===== src/hw/rtl/interval_map_table_macros.svh =====
// Assertion macros for the interval map table
`ifndef INTERVAL_MAP_TABLE_MACROS_SVH
`define INTERVAL_MAP_TABLE_MACROS_SVH
`define IMT_ASSERT_IMPL(label, clk, rst, ante, cons) \
   label: assert property (@(posedge clk) disable iff (rst) (ante) |-> (cons)) \
      else $error("assertion failed");
`define IMT_ASSERT_NEXT(label, clk, rst, ante, cons) \
   label: assert property (@(posedge clk) disable iff (rst) (ante) |=> (cons)) \
      else $error("assertion failed");
`endif


===== src/hw/rtl/imt_mem.sv =====
// Breakpoint memory: one write port, one registered read port
module imt_mem #(
   parameter int DEPTH = 64,
   parameter int AW    = 6,
   parameter int W     = 32
) (
   input  logic          clock,
   input  logic          wr_en,
   input  logic [AW-1:0] wr_addr,
   input  logic [W-1:0]  wr_data,
   input  logic [AW-1:0] rd_addr,
   output logic [W-1:0]  rd_data
);
   logic [W-1:0] mem_ff [DEPTH];
   logic [W-1:0] rd_data_ff;

   always_ff @(posedge clock) begin
      if (wr_en) begin
         mem_ff[wr_addr] <= wr_data;
      end
      rd_data_ff <= mem_ff[rd_addr];
   end

   assign rd_data = rd_data_ff;
endmodule


===== config.mk =====
export PLATFORM = sky130hd
export DESIGN_NAME = imt_mem
export DESIGN_NICKNAME = d
export VERILOG_FILES = /design/src/hw/rtl/interval_map_table_macros.svh /design/src/hw/rtl/imt_mem.sv
export SDC_FILE = /design/constraint.sdc
export NUM_CORES = 2
export LEC_CHECK = 0
export BUFFER_PORTS_ARGS = -buffer_cell sky130_fd_sc_hd__buf_2
export CORE_MARGIN = 8
export CORE_UTILIZATION = 55
export CTS_CLUSTER_DIAMETER = 80
export DETAILED_ROUTE_END_ITERATION = 16
export PLACE_DENSITY = 0.74
export SYNTH_ARGS = -nofsm -noshare
export SYNTH_HDL_FRONTEND = slang
export SYNTH_SLANG_ARGS = --single-unit

===== constraint.sdc =====
create_clock -name clock -period 3.63 [get_ports clock]
set_clock_uncertainty 0.2 [all_clocks]
set_input_delay 0.1815 -clock clock [delete_from_list [all_inputs] [get_ports clock]]
set_output_delay 0.1815 -clock clock [all_outputs]
set_load 0.02 [all_outputs]

# After elaboration in Yosys (flattened, before gate mapping)
# Memory sizes are Yosys's and may differ from the RTL's. A register that Yosys moved wholly into a read port is not among the register bits.
# Cells that the tools add are included.
[word_totals]
word_cells = 3
latchBits = 0
mem_bits_ro = 0
reg_bits = 0
in_bits = 46
output_inout_bits = 32
mem_bits_rw = 2048
memories = 1
[memory_table]
columns = ["name", "depth", "width", "read_ports", "rd_ports_with_merged_regs", "wr", "line_no", "rtl"]
rows = [
  ["mem_ff", 64, 32, 1, 1, 1, "imt_mem.sv:14", "logic [W-1:0] mem_ff [DEPTH];"],
]
[classes]
n_reduce_logical = 0
n_mul = 0
eq_ne = 0
muxes = 2
div = 0
shift = 0
addsub = 0
magnitude_cmp = 0
bitwise_logic = 0
[op_table]
columns = ["operator", "n"]
rows = [
  ["$mux W1", 2],
]

# Depth between registers and ports, before layout
[depth]
word_depth = 2
depth_mapped = 10
mapped_depth_nobuf = 5

# Least setup slack after synthesis
# Ideal clock, no wire load.
[synth_path]
kind = "input port to flip-flop"
startpoint = "input wr_addr[3]"
endpoint = "memory mem_ff[48][0] (enable)"
cell_stages = 4
required_time_ns = 2.969
slack_ns = 0.089
t_arrival_ns = 2.880
setup_ns = 0.461
path_cell_list = "clkbuf_1 > nor2b_1 > nand4b_1 > nor3_1"
[synth_rtl]
columns = ["element", "line_no", "rtl"]
rows = [
  ["start, declared", "imt_mem.sv:9", "input logic [AW-1:0] wr_addr,"],
  ["end, declared", "imt_mem.sv:14", ""],
]
# Straight into the memory's write port.

==> impl_metrics.yaml <==
outcome:
  outcome: "finished clean"
critical_path:
  worstSetupPathType: "in -> reg"
  cp.required_ps: 4100
  crit_arrival_ps: 3550
  worstPathCellList: "dlygate4sd3_1 -> buf_8 -> buf_12 -> buf_4 -> mux4_2 -> mux4_2 -> o22ai_1 -> nor2_1"
  critPathSlowestCell: "o22ai_1"
  path_max_fanout: 52
  cp-start-kind: "primary input"
  path_common_cell: "mux4_2"
  slowest_delay_ps: 590
  worstSetupEndpointType: "flop"
power_and_ir_drop:
  swShare_pct: 20.9
  p_leak_nw: 28.1
  ir_worst_vdd_mv: 0.471
  seqPwrFrac_pct: 54.0
  clkPwrFrac_pct: 40.9
  power_density_nw_per_um2: 550
  combPwrFrac_pct: 5.1
  p_sw_mw: 10.3
  intPower_mw: 39.1
clocking:
  clkTransAtPathRegs_ps: 60
  insertion_delay_ps: 830
  cts.path.max_buffers: 3
  cts_made_buffers: 195
  cts_max_level: 4
  post_cts_resized: 0
  clock-root-buffer: "clkbuf_16"
  cts_tree: "yes"
  cts_sinks: 2080
synth:
  yosysTopAreaCell: "edfxtp_1"
  synth_edf_count: 2048
  synth-main-ff-cell: "edfxtp_1"
  async_reset_ff_share_pct: 0
  ys_ff_latch: 2080
  syn_inst: 3324
  synth_area_per_cell_sq_um: 23.6
  synth.distinct_cells: 34
  yosys_warnings: 0
  synth_top_area_share_pct: 78.3
  synth.net_count: 3370
  ys_seq_area_share_pct: 79.1
  synth_area_leaders: "edfxtp_1 (78%), mux4_2 (16%), mux2i_1 (1.2%), dfxtp_1 (0.82%), o22ai_1 (0.67%)"
  syn-cell-area_sq_um: 78500
sta:
  min_period_ps: 3080
  rsz0062_at_grt: "no"
  hold_viol: 0
  worstMarginPinSlew_ps: 1300
  final-setup-viol-count: 0
  fin_setup_tns_ps: 0
  slew_headroom_pct: 13.4
  fmax_ghz: 0.324
  finalMaxSlewViolations: 0
  finalCritPeriodShare_pct: 85.0
floorplan:
  rows: 138
  fp.dieW_um: 394
  die_h_um: 394
  core-area_sq_um: 142000
  die_area_sq_um: 155000
  num_io_pins: 78
  start_util_pct: 55.5
cells_and_area:
  layout_commonest_cell: "edfxtp_1"
  area_growth_pct: 14.4
  nNetsFinal: 3697
  design_area_sq_um: 89900
  mostFrequentLayoutCells: "edfxtp_1 (2,048), mux4_2 (544), clkbuf_16 (200)"
  fin_util_pct: 63.5
  drive_gt1_share_pct: 30.5
place:
  postPlaceCellArea_sq_um: 83100
  hpwl_um: 105000
  place_congestion: 0.792
  numPortBuffers: 77
drt:
  drc: 0
  ant_nets: 0
  viasPerCell: 6.66
  wl_per_cell_um: 34.2
  wirelength_um: 195000
  first_pass_iters: 6
  vias: 38000
  drt_iter0_markers: 5471
min_path:
  hold_class: "in -> reg"
global_routing:
  track_usage_pct: 24.9
  grt_max_degree: 67
  grt_pass1_vias: 38100
  antenna_found_initial: 6
  globalRouteOverflowTotal: 0
  grt_pass1_wl_um: 279000
job:
  maxCapViolCount: 0
state kept, by name (all words and copies together) (netlist names):
register,flops
mem_ff,2048
rd_data,32
cell families after synthesis:
logic type | after synthesis | synth area share (%)
multiplexers | 637 | 16.8
AO/OA/AOI/OAI | 202 | 1.67
flip-flops | 2080 | 79.1
AND/OR/NAND/NOR | 223 | 1.27
buffers and inverters | 182 | 1.13
repair_timing:
item	CTS	global route
setup buffers	0	0
hold buffers	41	0
hold endpoints to repair	1924	0
metrics by stage:
step	total power, mW	instances	worst slack, ps	hold WS, ps
floorplan	28.5	3324	88.7	80.4
global placement	29.6	5303	240	401
detailed placement	29.7	5303	226	402
CTS	49.6	5706	556	85.7
global route	50.7	5706	489	142
finish	49.4	5709	546	152
worst paths after layout:
| kind | start | to | slack (ps) | cells after the start |
|---|---|---|---|---|
| min | wr_addr[4] | mem_ff[55][17]$_DFFE_PP_ | 150 | 3 |
| max | rd_addr[1] | rd_data[10]$_DFF_P_ | 550 | 8 |
| min reg2reg | mem_ff[29][4]$_DFFE_PP_ | rd_data[4]$_DFF_P_ | 630 | 4 |
| max reg2reg | mem_ff[14][10]$_DFFE_PP_ | rd_data[10]$_DFF_P_ | 1250 | 4 |
cells in the mapped netlist (15+ instances only):
| library cell | number |
|---|---|
| nand2_1 | 26 |
| dfxtp_1 | 32 |
| nor2_1 | 137 |
| nor2b_1 | 15 |
| mux2i_1 | 93 |
| o221ai_1 | 27 |
| edfxtp_1 | 2048 |
| o22ai_1 | 84 |
| buf_1 | 21 |
| clkbuf_1 | 74 |
| buf_2 | 57 |
| a21oi_1 | 62 |
| buf_4 | 25 |
| mux4_2 | 544 |
worst max-delay path, delay by kind of cell:
family                 cells  cell delay, ps
AND/OR/NAND/NOR            1             100
AO/OA/AOI/OAI              1             590
buffers and inverters      4            1720
multiplexers               2             840
cell type report:
type                       instances  area, sq um
sequential                      2080        62100
tap                             1890         2360
fill                            9044        51700
timing repair buffer             312         3030
clock inverter                    91          891
clock buffer                     271         5460
multi-input combinational       1062        16000
antenna                            3         7.51
power groups by stage:
stage | sequential, mW | clock (mW) | combinational (mW)
after floorplan | 27.2 | 0 | 1.29
after global placement | 27.2 | 0 | 2.41
after detailed placement | 27.2 | 0 | 2.46
after CTS | 26.7 | 20.4 | 2.53
after global routing | 26.7 | 21.3 | 2.64
final | 26.7 | 20.2 | 2.51
per-layer routing:
layer  vias up  GRT usage [%]  wire [um]
met4         2           7.70       5930
met3       327           4.84      22200
met1     20200           36.0      73800
li1      14900              -          -
met5         -              0          9
met2      2549           39.1      93400
No activity file was read; power rests on OpenSTA's default activity.
